===== config.mk =====
export PLATFORM = sky130hd
export DESIGN_NAME = water_level_alert_filter_top
export DESIGN_NICKNAME = d
export VERILOG_FILES = /design/src/sv/wlaf_pkg.sv /design/src/sv/water_level_alert_filter_top.sv /design/src/sv/wlaf_cell.sv /design/src/sv/wlaf_level.sv /design/src/sv/wlaf_window.sv /design/src/sv/wlaf_alert.sv
export SDC_FILE = /design/constraint.sdc
export NUM_CORES = 1
export LEC_CHECK = 0
export BUFFER_PORTS_ARGS = -buffer_cell sky130_fd_sc_hd__buf_2
export CAP_MARGIN = 10
export CORE_ASPECT_RATIO = 0.8
export CORE_MARGIN = 4
export CORE_UTILIZATION = 65
export DETAILED_ROUTE_END_ITERATION = 8
export GPL_TIMING_DRIVEN = 0
export PLACE_DENSITY = 0.79
export SYNTH_ARGS = -nofsm -noshare
export SYNTH_HDL_FRONTEND = slang
export SYNTH_SLANG_ARGS = --single-unit

===== constraint.sdc =====
create_clock -name clock -period 6.2 [get_ports clock]
set_clock_uncertainty 0.05 [all_clocks]
set_input_delay 0.62 -clock clock [delete_from_list [all_inputs] [get_ports clock]]
set_output_delay 0.62 -clock clock [all_outputs]
set_load 0.02 [all_outputs]

===== src/sv/wlaf_pkg.sv =====
// Shared types and constants for the water level alert filter.
// Used by every module of the block; depends on nothing.
package wlaf_pkg;

   // field widths
   localparam int ECHO_W      = 16;
   localparam int CFG_W       = 13;
   localparam int LEVEL_W     = 13;
   localparam int RISE_OUT_W  = 17;
   localparam int LEVEL_MAX   = 8191;

   // stream packing
   localparam int REQ_TDATA_W = 16;
   localparam int REQ_TUSER_W = 1;
   localparam int RSP_TDATA_W = 40;

   // configuration port
   localparam int CSR_ADDR_W  = 1;
   localparam logic [CSR_ADDR_W-1:0] CSR_DRAIN_DEPTH = 1'b0;
   localparam logic [CSR_ADDR_W-1:0] CSR_SURGE_RISE  = 1'b1;
   localparam logic [CFG_W-1:0] DEPTH_RESET = 13'd4000;
   localparam logic [CFG_W-1:0] SURGE_RESET = 13'd50;

   // moving window length
   localparam int WINDOW_DEFAULT = 5;

   // distance = echo * 343 / 2000: divide by 16 with a shift, then by 125
   // through an exact reciprocal (x < 2^21, error term 44 < 2^28 / x)
   localparam int SOUND_MUL   = 343;
   localparam int PROD_W      = 25;
   localparam int PRE_SHIFT   = 4;
   localparam int DIV125_SHIFT = 28;
   localparam int DIV125_W    = 22;
   localparam logic [DIV125_W-1:0] DIV125_MUL = 22'd2147484;
   localparam int QUOT_W      = PROD_W - PRE_SHIFT + DIV125_W;
   localparam int DIST_W      = 14;

   // overflow threshold: 10 * sum >= 7 * WINDOW * depth
   localparam int OVF_NUM     = 10;
   localparam int OVF_DEN     = 7;

   // heartbeat
   localparam int HB_W        = 3;
   localparam logic [HB_W-1:0] HB_SAMPLES = 3'd6;

   typedef enum logic [1:0] {
      ALERT_NORMAL   = 2'd0,
      ALERT_SURGE    = 2'd1,
      ALERT_OVERFLOW = 2'd2
   } alert_type;

   // level token between the distance pipe and the window
   typedef struct packed {
      logic               clr;
      logic [LEVEL_W-1:0] level;
   } level_tok_type;

   // one result, filtered level in the lowest bits
   typedef struct packed {
      logic                  heartbeat;
      logic                  notify;
      alert_type             alert;
      logic [RISE_OUT_W-1:0] rise;
      logic [LEVEL_W-1:0]    filtered;
   } result_type;

   localparam int RESULT_W = $bits(result_type);

endpackage


===== src/sv/water_level_alert_filter_top.sv =====
// Top level of the water level alert filter: stream ports, configuration registers,
// and the level pipe, moving window and alert pipe. Uses wlaf_pkg and all wlaf_* modules.
//
//   channel   dir   handshake             payload
//   req_      in    req_tvalid/tready     tdata: echo_us; tuser: action
//   rsp_      out   rsp_tvalid/tready     tdata: level, rise, alert, notify, heartbeat
//   csr_      in    csr_we                csr_addr, csr_wdata
//
// One item per cycle sustained while results are accepted; a sample's result passes through
// the six register stages (three for distance and level, one window, two alert).
// Timeout samples are dropped at entry and clear items end in the window; neither gives a result.
// Reset is synchronous; the block is ready in the cycle after reset drops.
// A stalled result holds its stage; earlier empty stages keep filling, so input stalls
// only once every stage is occupied.
module water_level_alert_filter_top
   import wlaf_pkg::*;
#(
   parameter int WINDOW = WINDOW_DEFAULT
) (
   input  logic                   clock,
   input  logic                   reset,
   // slave side
   input  logic                   req_tvalid,
   output logic                   req_tready,
   input  logic [REQ_TDATA_W-1:0] req_tdata,   // [15:0] echo_us
   input  logic [REQ_TUSER_W-1:0] req_tuser,   // [0] action (1 = clear)
   // master side
   output logic                   rsp_tvalid,
   input  logic                   rsp_tready,
   output logic [RSP_TDATA_W-1:0] rsp_tdata,   // [12:0] filtered_level_mm,
                                               // [29:13] rise_fifths_mm, [31:30] alert,
                                               // [32] notify, [33] heartbeat, rest zero
   // configuration
   input  logic                   csr_we,
   input  logic [CSR_ADDR_W-1:0]  csr_addr,
   input  logic [CFG_W-1:0]       csr_wdata
);

   localparam int SUM_W = $clog2(LEVEL_MAX * WINDOW + 1);

   logic [CFG_W-1:0] depth_ff, depth_in, surge_ff, surge_in;
   logic             lvl_valid, lvl_ready, win_valid, win_ready;
   level_tok_type    lvl_tok;
   logic [SUM_W-1:0] win_sum, win_prev;
   result_type       result;

   // configuration writes
   always_comb begin
      depth_in = depth_ff;
      surge_in = surge_ff;
      if (csr_we) begin
         case (csr_addr)
            CSR_DRAIN_DEPTH: depth_in = csr_wdata;
            CSR_SURGE_RISE:  surge_in = csr_wdata;
            default: ;
         endcase
      end
   end

   always_ff @(posedge clock) begin
      if (reset) begin
         depth_ff <= DEPTH_RESET;
         surge_ff <= SURGE_RESET;
      end else begin
         depth_ff <= depth_in;
         surge_ff <= surge_in;
      end
   end

   wlaf_level u_level (
      .clock     (clock),
      .reset     (reset),
      .in_valid  (req_tvalid),
      .in_ready  (req_tready),
      .in_clear  (req_tuser[0]),
      .in_echo   (req_tdata[ECHO_W-1:0]),
      .depth     (depth_ff),
      .out_valid (lvl_valid),
      .out_ready (lvl_ready),
      .out_tok   (lvl_tok)
   );

   wlaf_window #(
      .WINDOW (WINDOW)
   ) u_window (
      .clock     (clock),
      .reset     (reset),
      .in_valid  (lvl_valid),
      .in_ready  (lvl_ready),
      .in_tok    (lvl_tok),
      .out_valid (win_valid),
      .out_ready (win_ready),
      .out_sum   (win_sum),
      .out_prev  (win_prev)
   );

   wlaf_alert #(
      .WINDOW (WINDOW)
   ) u_alert (
      .clock      (clock),
      .reset      (reset),
      .in_valid   (win_valid),
      .in_ready   (win_ready),
      .in_sum     (win_sum),
      .in_prev    (win_prev),
      .depth      (depth_ff),
      .surge      (surge_ff),
      .rsp_valid  (rsp_tvalid),
      .rsp_ready  (rsp_tready),
      .rsp_result (result)
   );

   assign rsp_tdata = {{(RSP_TDATA_W - RESULT_W){1'b0}}, result};

endmodule


===== src/sv/wlaf_cell.sv =====
// One cell of the moving window: holds a single level sample.
// Loads the fill value on a first sample, else takes its neighbor's value on a shift.
module wlaf_cell
   import wlaf_pkg::*;
(
   input  logic               clock,
   input  logic               fill,
   input  logic               shift,
   input  logic [LEVEL_W-1:0] fill_level,
   input  logic [LEVEL_W-1:0] d_in,
   output logic [LEVEL_W-1:0] q_out
);

   logic [LEVEL_W-1:0] q_ff;
   logic [LEVEL_W-1:0] q_in;

   // fill wins over shift; hold otherwise
   always_comb begin
      q_in = q_ff;
      if (fill) begin
         q_in = fill_level;
      end else if (shift) begin
         q_in = d_in;
      end
   end

   always_ff @(posedge clock) begin
      q_ff <= q_in;
   end

   assign q_out = q_ff;

endmodule


===== src/sv/wlaf_level.sv =====
// Echo-to-level pipe: three stages turning echo time into a clamped water level.
// Drops timeout samples at entry; clear tokens pass through. Uses wlaf_pkg.
module wlaf_level
   import wlaf_pkg::*;
(
   input  logic              clock,
   input  logic              reset,
   input  logic              in_valid,
   output logic              in_ready,
   input  logic              in_clear,
   input  logic [ECHO_W-1:0] in_echo,
   input  logic [CFG_W-1:0]  depth,
   output logic              out_valid,
   input  logic              out_ready,
   output level_tok_type     out_tok
);

   logic              v1_ff, v1_in, clr1_ff;
   logic [PROD_W-1:0] prod1_ff, prod1_in;
   logic              v2_ff, clr2_ff;
   logic [QUOT_W-1:0] quot2_ff, quot2_in;
   logic              v3_ff;
   level_tok_type     tok3_ff, tok3_in;
   logic              ready1, ready2, ready3;
   logic [DIST_W-1:0] dist_mm;
   logic [DIST_W-1:0] depth_ext;

   // stage holds when full and the next one is blocked
   assign ready3   = !v3_ff || out_ready;
   assign ready2   = !v2_ff || ready3;
   assign ready1   = !v1_ff || ready2;
   assign in_ready = ready1;

   // stage 1: echo times speed of sound; timeouts leave no token
   assign v1_in    = in_valid && (in_clear || (in_echo != '0));
   assign prod1_in = PROD_W'(in_echo) * PROD_W'(SOUND_MUL);

   // stage 2: divide by 16 and multiply by the reciprocal of 125
   assign quot2_in = QUOT_W'(prod1_ff[PROD_W-1:PRE_SHIFT]) * QUOT_W'(DIV125_MUL);

   // stage 3: level below the drain depth, clamped at zero
   assign dist_mm   = quot2_ff[DIV125_SHIFT +: DIST_W];
   assign depth_ext = DIST_W'(depth);
   always_comb begin
      tok3_in.clr   = clr2_ff;
      tok3_in.level = '0;
      if (depth_ext > dist_mm) begin
         tok3_in.level = LEVEL_W'(depth_ext - dist_mm);
      end
   end

   // valid bits
   always_ff @(posedge clock) begin
      if (reset) begin
         v1_ff <= 1'b0;
         v2_ff <= 1'b0;
         v3_ff <= 1'b0;
      end else begin
         if (ready1) v1_ff <= v1_in;
         if (ready2) v2_ff <= v1_ff;
         if (ready3) v3_ff <= v2_ff;
      end
   end

   // payload
   always_ff @(posedge clock) begin
      if (ready1) begin
         clr1_ff  <= in_clear;
         prod1_ff <= prod1_in;
      end
      if (ready2) begin
         clr2_ff  <= clr1_ff;
         quot2_ff <= quot2_in;
      end
      if (ready3) begin
         tok3_ff  <= tok3_in;
      end
   end

   assign out_valid = v3_ff;
   assign out_tok   = tok3_ff;

endmodule


===== src/sv/wlaf_window.sv =====
// Moving-sum window: a chain of wlaf_cell, newest level at the head, oldest at the tail.
// Keeps the running sum and the previous sum. Uses wlaf_pkg and wlaf_cell.
module wlaf_window
   import wlaf_pkg::*;
#(
   parameter  int WINDOW = WINDOW_DEFAULT,
   localparam int SUM_W  = $clog2(LEVEL_MAX * WINDOW + 1)
) (
   input  logic             clock,
   input  logic             reset,
   input  logic             in_valid,
   output logic             in_ready,
   input  level_tok_type    in_tok,
   output logic             out_valid,
   input  logic             out_ready,
   output logic [SUM_W-1:0] out_sum,
   output logic [SUM_W-1:0] out_prev
);

   logic               take, take_sample, take_clear, fill, shift;
   logic [LEVEL_W-1:0] cell_d [WINDOW];
   logic [LEVEL_W-1:0] cell_q [WINDOW];
   logic [SUM_W-1:0]   sum_ff, sum_in, prev_ff, prev_in, fill_sum;
   logic [SUM_W:0]     slide_sum;
   logic               first_ff, first_in;
   logic               v_ff, v_in;

   assign in_ready    = !v_ff || out_ready;
   assign take        = in_valid && in_ready;
   assign take_sample = take && !in_tok.clr;
   assign take_clear  = take && in_tok.clr;
   assign fill        = take_sample && first_ff;
   assign shift       = take_sample && !first_ff;

   // row of cells, each handing its level to the next on a shift
   for (genvar k = 0; k < WINDOW; k++) begin : g_cell
      if (k == 0) begin : g_head
         assign cell_d[k] = in_tok.level;
      end else begin : g_link
         assign cell_d[k] = cell_q[k-1];
      end
      wlaf_cell u_cell (
         .clock      (clock),
         .fill       (fill),
         .shift      (shift),
         .fill_level (in_tok.level),
         .d_in       (cell_d[k]),
         .q_out      (cell_q[k])
      );
   end

   // sum update: refill, slide, or clear
   assign fill_sum  = SUM_W'(in_tok.level) * SUM_W'(WINDOW);
   assign slide_sum = {1'b0, sum_ff} + (SUM_W+1)'(in_tok.level)
                      - (SUM_W+1)'(cell_q[WINDOW-1]);

   always_comb begin
      sum_in   = sum_ff;
      prev_in  = prev_ff;
      first_in = first_ff;
      if (take_clear) begin
         sum_in   = '0;
         prev_in  = '0;
         first_in = 1'b1;
      end else if (fill) begin
         sum_in   = fill_sum;
         prev_in  = fill_sum;
         first_in = 1'b0;
      end else if (shift) begin
         sum_in   = slide_sum[SUM_W-1:0];
         prev_in  = sum_ff;
      end
   end

   assign v_in = take_sample;

   always_ff @(posedge clock) begin
      if (reset) begin
         sum_ff   <= '0;
         prev_ff  <= '0;
         first_ff <= 1'b1;
         v_ff     <= 1'b0;
      end else begin
         sum_ff   <= sum_in;
         prev_ff  <= prev_in;
         first_ff <= first_in;
         if (in_ready) v_ff <= v_in;
      end
   end

   assign out_valid = v_ff;
   assign out_sum   = sum_ff;
   assign out_prev  = prev_ff;

   // a clear restarts the window and leaves no sample behind
   a_clear_restarts: assert property (@(posedge clock) disable iff (reset)
      take_clear |=> first_ff && !v_ff)
      else $error("window not restarted after clear");

endmodule


===== src/sv/wlaf_alert.sv =====
// Alert pipe: classifies the window sum, then tracks notify and heartbeat state
// into the result register. Uses wlaf_pkg.
module wlaf_alert
   import wlaf_pkg::*;
#(
   parameter  int WINDOW = WINDOW_DEFAULT,
   localparam int SUM_W  = $clog2(LEVEL_MAX * WINDOW + 1)
) (
   input  logic             clock,
   input  logic             reset,
   input  logic             in_valid,
   output logic             in_ready,
   input  logic [SUM_W-1:0] in_sum,
   input  logic [SUM_W-1:0] in_prev,
   input  logic [CFG_W-1:0] depth,
   input  logic [CFG_W-1:0] surge,
   output logic             rsp_valid,
   input  logic             rsp_ready,
   output result_type       rsp_result
);

   // exact reciprocal of WINDOW over the sum range
   localparam int DIV_SHIFT = SUM_W + $clog2(WINDOW);
   localparam logic [DIV_SHIFT:0] DIV_MUL =
      (DIV_SHIFT+1)'(((64'd1 << DIV_SHIFT) + 64'(WINDOW) - 64'd1) / 64'(WINDOW));
   localparam int DPROD_W = SUM_W + DIV_SHIFT + 1;
   localparam int CMP_W   = SUM_W + 4;
   localparam int RISE_W  = (SUM_W + 2 > RISE_OUT_W + 1) ? SUM_W + 2 : RISE_OUT_W + 1;

   logic                      v5_ff, ready5, ready6, take6;
   logic [DPROD_W-1:0]        dprod;
   logic [CMP_W-1:0]          ovf_lhs, ovf_rhs;
   logic signed [RISE_W-1:0]  rise_full, surge_thr;
   logic [LEVEL_W-1:0]        filt5_ff, filt5_in;
   logic [RISE_OUT_W-1:0]     rise5_ff;
   alert_type                 alert5_ff, alert5_in;
   alert_type                 notified_ff, notified_in;
   logic [HB_W-1:0]           hb_cnt_ff, hb_cnt_in, hb_inc;
   logic                      notify, beat;
   logic                      rsp_valid_ff;
   result_type                res_ff, res_in;

   assign ready6   = !rsp_valid_ff || rsp_ready;
   assign ready5   = !v5_ff || ready6;
   assign in_ready = ready5;
   assign take6    = v5_ff && ready6;

   // stage 5: filtered level, rise and alert class
   assign dprod     = DPROD_W'(in_sum) * DPROD_W'(DIV_MUL);
   assign filt5_in  = dprod[DIV_SHIFT +: LEVEL_W];
   assign ovf_lhs   = CMP_W'(in_sum) * CMP_W'(OVF_NUM);
   assign ovf_rhs   = CMP_W'(depth) * CMP_W'(OVF_DEN * WINDOW);
   assign rise_full = $signed(RISE_W'(in_sum)) - $signed(RISE_W'(in_prev));
   assign surge_thr = $signed(RISE_W'(surge) * RISE_W'(WINDOW));

   always_comb begin
      if (ovf_lhs >= ovf_rhs) begin
         alert5_in = ALERT_OVERFLOW;
      end else if (rise_full >= surge_thr) begin
         alert5_in = ALERT_SURGE;
      end else begin
         alert5_in = ALERT_NORMAL;
      end
   end

   // stage 6: notify on a new non-normal alert, heartbeat after six samples
   assign hb_inc = (hb_cnt_ff < HB_SAMPLES) ? hb_cnt_ff + HB_W'(1) : hb_cnt_ff;

   always_comb begin
      notify      = 1'b0;
      notified_in = notified_ff;
      if (alert5_ff == ALERT_NORMAL) begin
         notified_in = ALERT_NORMAL;
      end else if (alert5_ff != notified_ff) begin
         notify      = 1'b1;
         notified_in = alert5_ff;
      end
      beat      = (alert5_ff == ALERT_NORMAL) && (hb_inc >= HB_SAMPLES);
      hb_cnt_in = beat ? '0 : hb_inc;
   end

   always_comb begin
      res_in.heartbeat = beat;
      res_in.notify    = notify;
      res_in.alert     = alert5_ff;
      res_in.rise      = rise5_ff;
      res_in.filtered  = filt5_ff;
   end

   // control and alert state
   always_ff @(posedge clock) begin
      if (reset) begin
         v5_ff        <= 1'b0;
         rsp_valid_ff <= 1'b0;
         notified_ff  <= ALERT_NORMAL;
         hb_cnt_ff    <= '0;
      end else begin
         if (ready5) v5_ff <= in_valid;
         if (ready6) rsp_valid_ff <= v5_ff;
         if (take6) begin
            notified_ff <= notified_in;
            hb_cnt_ff   <= hb_cnt_in;
         end
      end
   end

   // payload
   always_ff @(posedge clock) begin
      if (ready5) begin
         filt5_ff  <= filt5_in;
         rise5_ff  <= rise_full[RISE_OUT_W-1:0];
         alert5_ff <= alert5_in;
      end
      if (ready6) begin
         res_ff <= res_in;
      end
   end

   assign rsp_valid  = rsp_valid_ff;
   assign rsp_result = res_ff;

   a_notify_alert: assert property (@(posedge clock) disable iff (reset)
      rsp_valid_ff && res_ff.notify |-> res_ff.alert != ALERT_NORMAL)
      else $error("notify on a normal alert");

   a_beat_normal: assert property (@(posedge clock) disable iff (reset)
      rsp_valid_ff && res_ff.heartbeat |-> res_ff.alert == ALERT_NORMAL)
      else $error("heartbeat on a non-normal alert");

   a_hb_bound: assert property (@(posedge clock) disable iff (reset)
      hb_cnt_ff <= HB_SAMPLES)
      else $error("heartbeat count past its limit");

   a_notified_tracks: assert property (@(posedge clock) disable iff (reset)
      take6 && alert5_ff != ALERT_NORMAL |=> notified_ff == $past(alert5_ff))
      else $error("notified alert not recorded");

endmodule


# Word level (Yosys, flattened, before mapping)
# Cells that the tools add are included.
[totals]
reg_bits = 282
in_bits = 36
output_inout_bits = 42
[op_classes]
n_addsub = 5
n_mul = 7
n_lt_le_gt_ge = 5
n_eq_ne = 1
mux = 20
n_bitwise = 1
reduce_logical = 31
[ops]
columns = ["cell", "n"]
rows = [
  ["two-way mux 13 bit", 10],
  ["two-way mux 16 bit", 4],
  ["multiplier 21 x 20 -> 40 bit (second input constant)", 1],
  ["multiplier 13 x 3 -> 16 bit (second input constant)", 2],
  ["multiplier 16 x 16 -> 31 bit (second input constant)", 1],
  ["multiplier 16 x 9 -> 25 bit (second input constant)", 1],
  [">= comparator 20 x 19 -> 1 bit", 1],
  ["multiplier 13 x 6 -> 19 bit (second input constant)", 1],
  ["multiplier 16 x 3 -> 19 bit (second input constant)", 1],
  [">= comparator 18 x 17 -> 1 bit", 1],
  ["subtractor 16 x 16 -> 17 bit", 1],
  ["adder 16 x 13 -> 16 bit", 1],
  ["nonzero test 16 bit", 1],
  ["subtractor 16 x 13 -> 16 bit", 1],
  ["greater-than comparator 13 x 14 -> 1 bit", 1],
  ["subtractor 13 bit", 1],
  ["logical AND 1 bit", 8],
  ["zero test 1 bit", 8],
  ["logical OR 1 bit", 7],
  ["two-way mux 3 bit", 2],
  ["AND reduction 2 bit", 3],
  ["two-way mux 2 bit", 2],
  ["nonzero test 2 bit", 2],
  ["adder 3 x 1 -> 3 bit (second input constant)", 1],
  ["7 further kinds", 8],
]

# Depth between registers and ports, before layout
# Gate-level depths: netlist of the first run.
[logic_depth]
depth_word = 9
mapped_depth = 20

# Cells and area by module
# Synthesis of the first run repeated with hierarchy kept, for this count alone.
[hier_totals]
cells_unflattened = 2942
area_unflattened_um2 = 29540.8
[by_module_without_submodules]
columns = ["module", "instances", "cells_each", "area_per_inst_um2", "seq_area_each_um2"]
rows = [
  ["wlaf_level", 1, 1140, 11234.5, 1591.5],
  ["wlaf_alert", 1, 1130, 11075.6, 2122.0],
  ["wlaf_window", 1, 419, 3329.4, 680.7],
  ["wlaf_cell", 5, 28, 554.3, 390.4],
  ["water_level_alert_filter_top", 1, 113, 1129.8, 520.5],
]

# Worst setup path before layout of the first run
# No wires, ideal clock.
[synth_path]
path_kind = "flip-flop to flip-flop"
from = "register u_window.sum_ff[1] (netlist: u_window.out_sum[1])"
to = "register u_alert.filt5_ff[6], data pin"
setup_ns = 0.258
arrival_time_ns = 5.305
required_time_ns = 5.892
setup_slack_ns = 0.586
path_stages_with_launch = 19
period_less_slack_ns = 5.614
path_cell_list = "dfxtp_1 ha_1 inv_1 fa_1 inv_1 fa_1 inv_1 fa_1 fa_1 inv_1 fa_1 ha_1 and4_1 a221oi_2 a211oi_1 o31a_1 or3_1 a31oi_2 xnor2_1"
[synth_between]
elab_chain_len = 1
[synth_rtl]
columns = ["item", "line_no", "source"]
rows = [
  ["start, declared", "wlaf_window.sv:23", "logic [SUM_W-1:0] sum_ff, sum_in, prev_ff, prev_in, fill_sum;"],
  ["start signal, assigned", "wlaf_window.sv:84", "sum_ff <= sum_in;"],
  ["multiplier 16 x 16 -> 31 bit", "wlaf_alert.sv:49", "assign dprod = DPROD_W'(in_sum) * DPROD_W'(DIV_MUL);"],
  ["via u_alert.dprod[25]", "wlaf_alert.sv:31", "logic [DPROD_W-1:0] dprod;"],
  ["end signal, assigned", "wlaf_alert.sv:110", "filt5_ff <= filt5_in;"],
  ["end, declared", "wlaf_alert.sv:34", "logic [LEVEL_W-1:0] filt5_ff, filt5_in;"],
]
# The timed path passes the listed nets, and every way through them passes these cells.
# A chain may end at the register's enable or synchronous reset.

# Final worst setup path of the first run
[layout_path]
from = "register u_window.sum_ff[11] (netlist: u_window.out_sum[11])"
to = "register u_alert.filt5_ff[6], data pin"
# Same word-level chain as after synthesis.

==> results.txt, run 1 <==
Outcome = finished, final reports clean
DIE WIDTH = 240 um
Tcrit/Tclk final = 97.0%
#FFs+latches synth = 252
CTS sink count = 252
Worst Tran Pin Value = 834 ps
IO Count = 78
First-pass GRT wire length = 108000 um
Seq/Total Area, Yosys = 24.5%
Synth-to-Final Area Change = 8.56%
Post-synth EDFFs = 182
RSZ-0062 raised after global routing = yes
# rows = 67
Max-cap viol count = 0
GRT Total Usage = 28.5%
IO Port Bufs = 70
Pre-CTS setup slack = -673 ps
CORE AREA = 0.0423 mm2
Vias per cell = 5.94
Max Fclk = 166 MHz
Distinct cells, synth = 78
Primary FF master, synth = edfxtp_1
Hold Crit Class = in -> reg
Total CTS buffers = 27
Crit start category = flop
Layout cells sized above 1 = 7.10%
Setup violators final = 0
Clk slew on worst S/H paths = 70 ps
Tmin final = 6020 ps
Starting Density = 66.3%
Dominant cells by area after synthesis = ha_1 25%, edfxtp_1 20%, fa_1 18%, inv_1 7.9%, dfxtp_1 5.0%
Max-slew violations = 0
Final hold vios = 0
Total grt overflow = 0
Nature of the critical path endpoint = flop
Total number of vias = 20.7k
DP HPWL = 54400 um
CP Max Fanout = 10
Ys async rst share = 0%
Final setup margin = 185 ps
DRC marker count from the first detailed-route iteration = 1559
Initial antenna violation count = 1
Root Buffer = clkbuf_16
Clock Path Buffers = 3
H-tree depth = 1
Fin nets = 3763
WS Path Type = reg -> reg
WL final = 66300 um
Hold Buf Count CTS = 0
DRC violations left = 0
CP required = 6480 ps
Ant. Diodes = 0
Mapped Area = 0.0280 mm2
Ys Warns = 0
Post-Synthesis Cells = 2779
Skew-Pair Late Insertion Delay = 590 ps
DRT antenna net count = 0
Die height = 194 um
Largest net degree at the start of global routing = 46
Vias in the first global route = 21.0k
Post-synth top area share = 25.2%
Placer Congestion = 0.987
CTS tree = yes
Commonest non-fill, non-tap cell in the layout = inv_1
Die area = 0.0465 mm2
Arrival @ worst endpoint = 6290 ps
Commonest cells after routing, fill and taps aside = 584 x inv_1, 563 x ha_1, 251 x fa_1
Syn Area/Cell = 10.1 um2
First drt pass iteration count = 7
Area leader, netlist = ha_1
Wire length per cell = 19.0 um
Slew headroom = 44.4%
==> state kept, by name, summed over array words and instances (netlist names), 13 cells and up <==
| signal | flops |
|---|---|
| u_window.g_cell.u_cell.q_out | 65 |
| u_window.out_sum | 16 |
| depth_ff | 13 |
| u_alert.rsp_result | 34 |
| u_alert.filt5_ff | 13 |
| u_level.out_tok | 14 |
| u_alert.rise5_ff | 17 |
| u_level.quot2_ff | 14 |
| u_window.out_prev | 16 |
| u_level.prod1_ff | 21 |
| surge_ff | 13 |
==> synthesized netlist by cell type, drive strengths merged, types with 9 or more instances <==
master and instances:
a2111oi 9, fa 252, ha 565, xnor2 70, nor2 117, nor2b 23, nor3 42, or3 13
nand3b 10, nand2b 24, edfxtp 182, nand4 19, o31ai 10, dfxtp 70, nand3 36, o21ai 83
o21a 17, a221oi 14, a31oi 12, a21o 93, o21bai 10, and3 25, or2 9, nor4 9
inv 586, buf 9, a21oi 143, o211ai 9, nand2 136, a211oi 24, xor2 39, clkbuf 29
==> worst max-delay path: stages (launching register included) <==
cell	delay, ps
dfxtp_1	770
ha_1	400
ha_1	290
inv_1	50
fa_1	490
inv_1	50
fa_1	470
fa_1	520
fa_1	500
ha_1	330
a21oi_1	140
o21ai_0	190
a221oi_4	330
buf_6	160
a211oi_1	90
o31a_1	290
or3_1	360
a31oi_2	210
xnor2_1	80
==> routing by layer <==
layer | vias up | track usage, % | share of wire, %
met5 | - | 0 | 0.012
met4 | 2 | 6.47 | 2.8
met3 | 165 | 5.40 | 8.5
met2 | 776 | 46.2 | 46
met1 | 10100 | 40.2 | 43
li1 | 9698 | - | -
==> worst paths after layout <==
check / depth (start not counted) / slack [ps] / start / endpoint
worst max-delay path: 18 / 180 / u_window.out_sum[11] / u_alert.filt5_ff[6]
worst min-delay path: 1 / 200 / req_tuser / u_level.clr1_ff
worst max register to register: 18 / 180 / u_window.out_sum[11] / u_alert.filt5_ff[6]
worst min register to register: 0 / 360 / u_alert.rise5_ff[9] / u_alert.rsp_result[22]
==> cell families after synthesis <==
logic type               after synthesis  synth area share [%]
XOR/XNOR                             109                  3.41
multiplexers                           5                 0.179
flip-flops                           252                  24.5
AND/OR/NAND/NOR                      481                  8.31
adder cells (fa/ha/maj)              817                  43.2
other                                  1                0.0134
buffers and inverters                624                  8.45
AO/OA/AOI/OAI                        490                  11.9
==> metrics by stage <==
stage / instances / setup TNS, ps / hold slack (ps) / utilization, % / area, um2
2_1_floorplan: 2784 / 0 / 350 / - / 28000
3_3_place_gp: 3406 / -3200 / 351 / 68.8 / 29100
3_5_place_dp: 3409 / -4060 / 355 / 69.0 / 29200
4_1_cts: 3460 / 0 / 188 / 71.4 / 30200
5_1_grt: 3483 / -214 / 197 / 72.0 / 30400
6_report: 3483 / 0 / 201 / 72.0 / 30400
==> repair_timing <==
action | in CTS | in global routing
buffers inserted | 1 | 22
pin swaps | 1 | 5
setup endpoints to repair | 13 | 18
gates resized for setup | 21 | 19
==> cell type report <==
cell class,instances,area (um2)
clock buffers,39,823
fillers,2958,11800
well taps,552,691
inverters,586,2200
multi-input cells,1908,18900
repair buffers,97,617
clock inverters,11,105
flip-flops and latches,252,6900
plain buffers,38,171
Power of run 1 is left out: the tool's default activity adds up to more than one toggle a clock period on the data nets, which glitch-free logic cannot reach.
==> run 2: changes to the inputs <==
--- a/config.mk
+++ b/config.mk
@@ -10,6 +10,7 @@
 export CORE_ASPECT_RATIO = 0.8
 export CORE_MARGIN = 4
 export CORE_UTILIZATION = 65
+export CTS_BUF_LIST = sky130_fd_sc_hd__clkbuf_4 sky130_fd_sc_hd__clkbuf_8
 export DETAILED_ROUTE_END_ITERATION = 8
 export GPL_TIMING_DRIVEN = 0
 export PLACE_DENSITY = 0.79
==> constraint.sdc (replaced) <==
create_clock -name clock -period 6.2 [get_ports clock]
set_clock_uncertainty 0.05 [all_clocks]
set_input_delay 0.62 -clock clock [delete_from_list [all_inputs] [get_ports clock]]
set_output_delay 0.62 -clock clock [all_outputs]
set_load 0.1 [all_outputs]
==> run 2 against run 1 <==
  * Fmax shrank 0.25%
  * Highest routed layer unchanged
  * Wire length up 0.58%
  * Die area stayed put
  * First-iteration DRC count up 2.5%
  * Register-to-register slack about the same
  * Cell area is essentially flat
==> results.txt, run 2 (synthesis results as in run 1) <==
WS Path Type = reg -> reg
Arrival @ worst endpoint = 6310 ps (+20 ps)
Tcrit/Tclk final = 97.3% (+0.24 points)
Max-slew violations = 0 (unchanged)
Outcome = finished, final reports clean
Placer Congestion = 0.987 (unchanged)
Max Fclk = 166 MHz (-0.25%)
CP required = 6480 ps (about the same)
Slowest CP cell = fa_1
Ant. Diodes = 0 (unchanged)
Worst R2R Path Depth = 20 (+2)
Total CTS buffers = 43 (+59%)
Vias per cell = 5.92 (-0.37%)
Tmin final = 6030 ps (+15.0 ps)
Hold Crit Class = in -> reg
Hold depth = 1 (unchanged)
GRT Total Usage = 28.9% (+0.33 points)
DP HPWL = 54400 um (unchanged)
Skew-Pair Late Insertion Delay = 620 ps (+30 ps)
Crit start category = flop
Critical path depth in cells = 20 (+2)
Wire length per cell = 19.0 um (-0.28%)
Vias in the first global route = 21.2k (+0.92%)
Crit-path cells = ha_4 -> inv_1 -> fa_1 -> inv_1 -> fa_1 -> inv_1 -> fa_2 -> fa_1 -> inv_1 -> fa_1 -> ha_1 -> a21oi_1 -> nand2_1 -> a221oi_4 -> buf_6 -> a211oi_2 -> o31a_1 -> or3_1 -> a31oi_2 -> xnor2_1
Max-cap viol count = 0 (unchanged)
Layout cells sized above 1 = 8.00% (+0.91 points)
Worst Path Buf+Inv = 5 (+2)
Worst Tran Pin Value = 871 ps (+36.1 ps)
Commonest cells after routing, fill and taps aside = 585 x inv_1, 562 x ha_1, 251 x fa_1
Max FFs per register = 65 (unchanged)
CTS sink count = 252 (unchanged)
DIE WIDTH = 240 um (unchanged)
IO Port Bufs = 70 (unchanged)
Initial antenna violation count = 1 (unchanged)
DRT antenna net count = 0 (unchanged)
Root Buffer = clkbuf_8
Cell family with most CP delay = adder cells
Clock Path Buffers = 3 (unchanged)
Commonest non-fill, non-tap cell in the layout = inv_1
IO Count = 78 (unchanged)
Slew headroom = 42.0% (-2.4 points)
Total grt overflow = 0 (unchanged)
Synth-to-Final Area Change = 8.48% (about the same)
WL final = 66700 um (+0.58%)
Largest net degree at the start of global routing = 46 (unchanged)
DRC marker count from the first detailed-route iteration = 1598 (+2.5%)
Nature of the critical path endpoint = flop
DRC violations left = 0 (unchanged)
Final hold vios = 0 (unchanged)
Clk slew on worst S/H paths = 70 ps (about the same)
Setup violators final = 0 (unchanged)
First-pass GRT wire length = 109000 um (+0.87%)
# rows = 67 (unchanged)
Fin nets = 3780 (+0.45%)
Starting Density = 66.3% (unchanged)
CORE AREA = 0.0423 mm2 (unchanged)
Die height = 194 um (unchanged)
Largest stage delay on the critical path = 580 ps (-190 ps)
CTS tree = yes
Total number of vias = 20.8k (+0.49%)
First drt pass iteration count = 5 (-2)
H-tree depth = 2 (+1)
CP Max Fanout = 9 (-1)
Setup TNS after final layout = 0 ps (unchanged)
Die area = 0.0465 mm2 (unchanged)
-- run 2: final cells by class --
type,count,area [um2]
clock buffer,56,702
fill,2984,11900
inverter,586,2200
tap,552,691
multi-input combinational,1908,18900
clock inverter,23,184
buffer,38,171
timing repair buffer,98,624
sequential,252,6900
-- run 2: worst paths after layout --
path | startpoint | to | slack (ps)
setup reg to reg | u_window.out_sum[2] | u_alert.filt5_ff[6] | 170
hold / removal | req_tuser | u_level.clr1_ff | 180
hold reg to reg | u_alert.rise5_ff[1] | u_alert.rsp_result[14] | 360
setup / recovery | u_window.out_sum[2] | u_alert.filt5_ff[6] | 170
-- run 2: repair_timing --
item                       CTS  global route
hold buffers                 0             0
buffers inserted             1            23
pin swaps                    1             5
gates resized for setup     21            23
setup endpoints to repair   14            19
-- run 2: per-stage QoR --
stage | instances | utilization, % | cell area (um2) | hold WS (ps) | setup slack (ps)
after floorplan | 2784 | - | 28000 | 350 | 586
after global placement | 3406 | 68.8 | 29100 | 351 | -595
after detailed placement | 3409 | 69.0 | 29200 | 355 | -673
after CTS | 3489 | 71.3 | 30100 | 161 | 0.471
after global routing | 3513 | 71.9 | 30400 | 159 | -38.0
final | 3513 | 71.9 | 30400 | 177 | 170
-- run 2: layer usage --
metal / vias up / routed length (um) / part of all wire, % / global-route usage, %
met5: - / 8 / 0.012 / 0
li1: 9737 / - / - / -
met3: 158 / 6110 / 9.2 / 6.24
met2: 775 / 30600 / 46 / 46.6
met4: 2 / 1800 / 2.7 / 7.26
met1: 10100 / 28100 / 42 / 40.1
Power of run 2 is left out for the same reason.
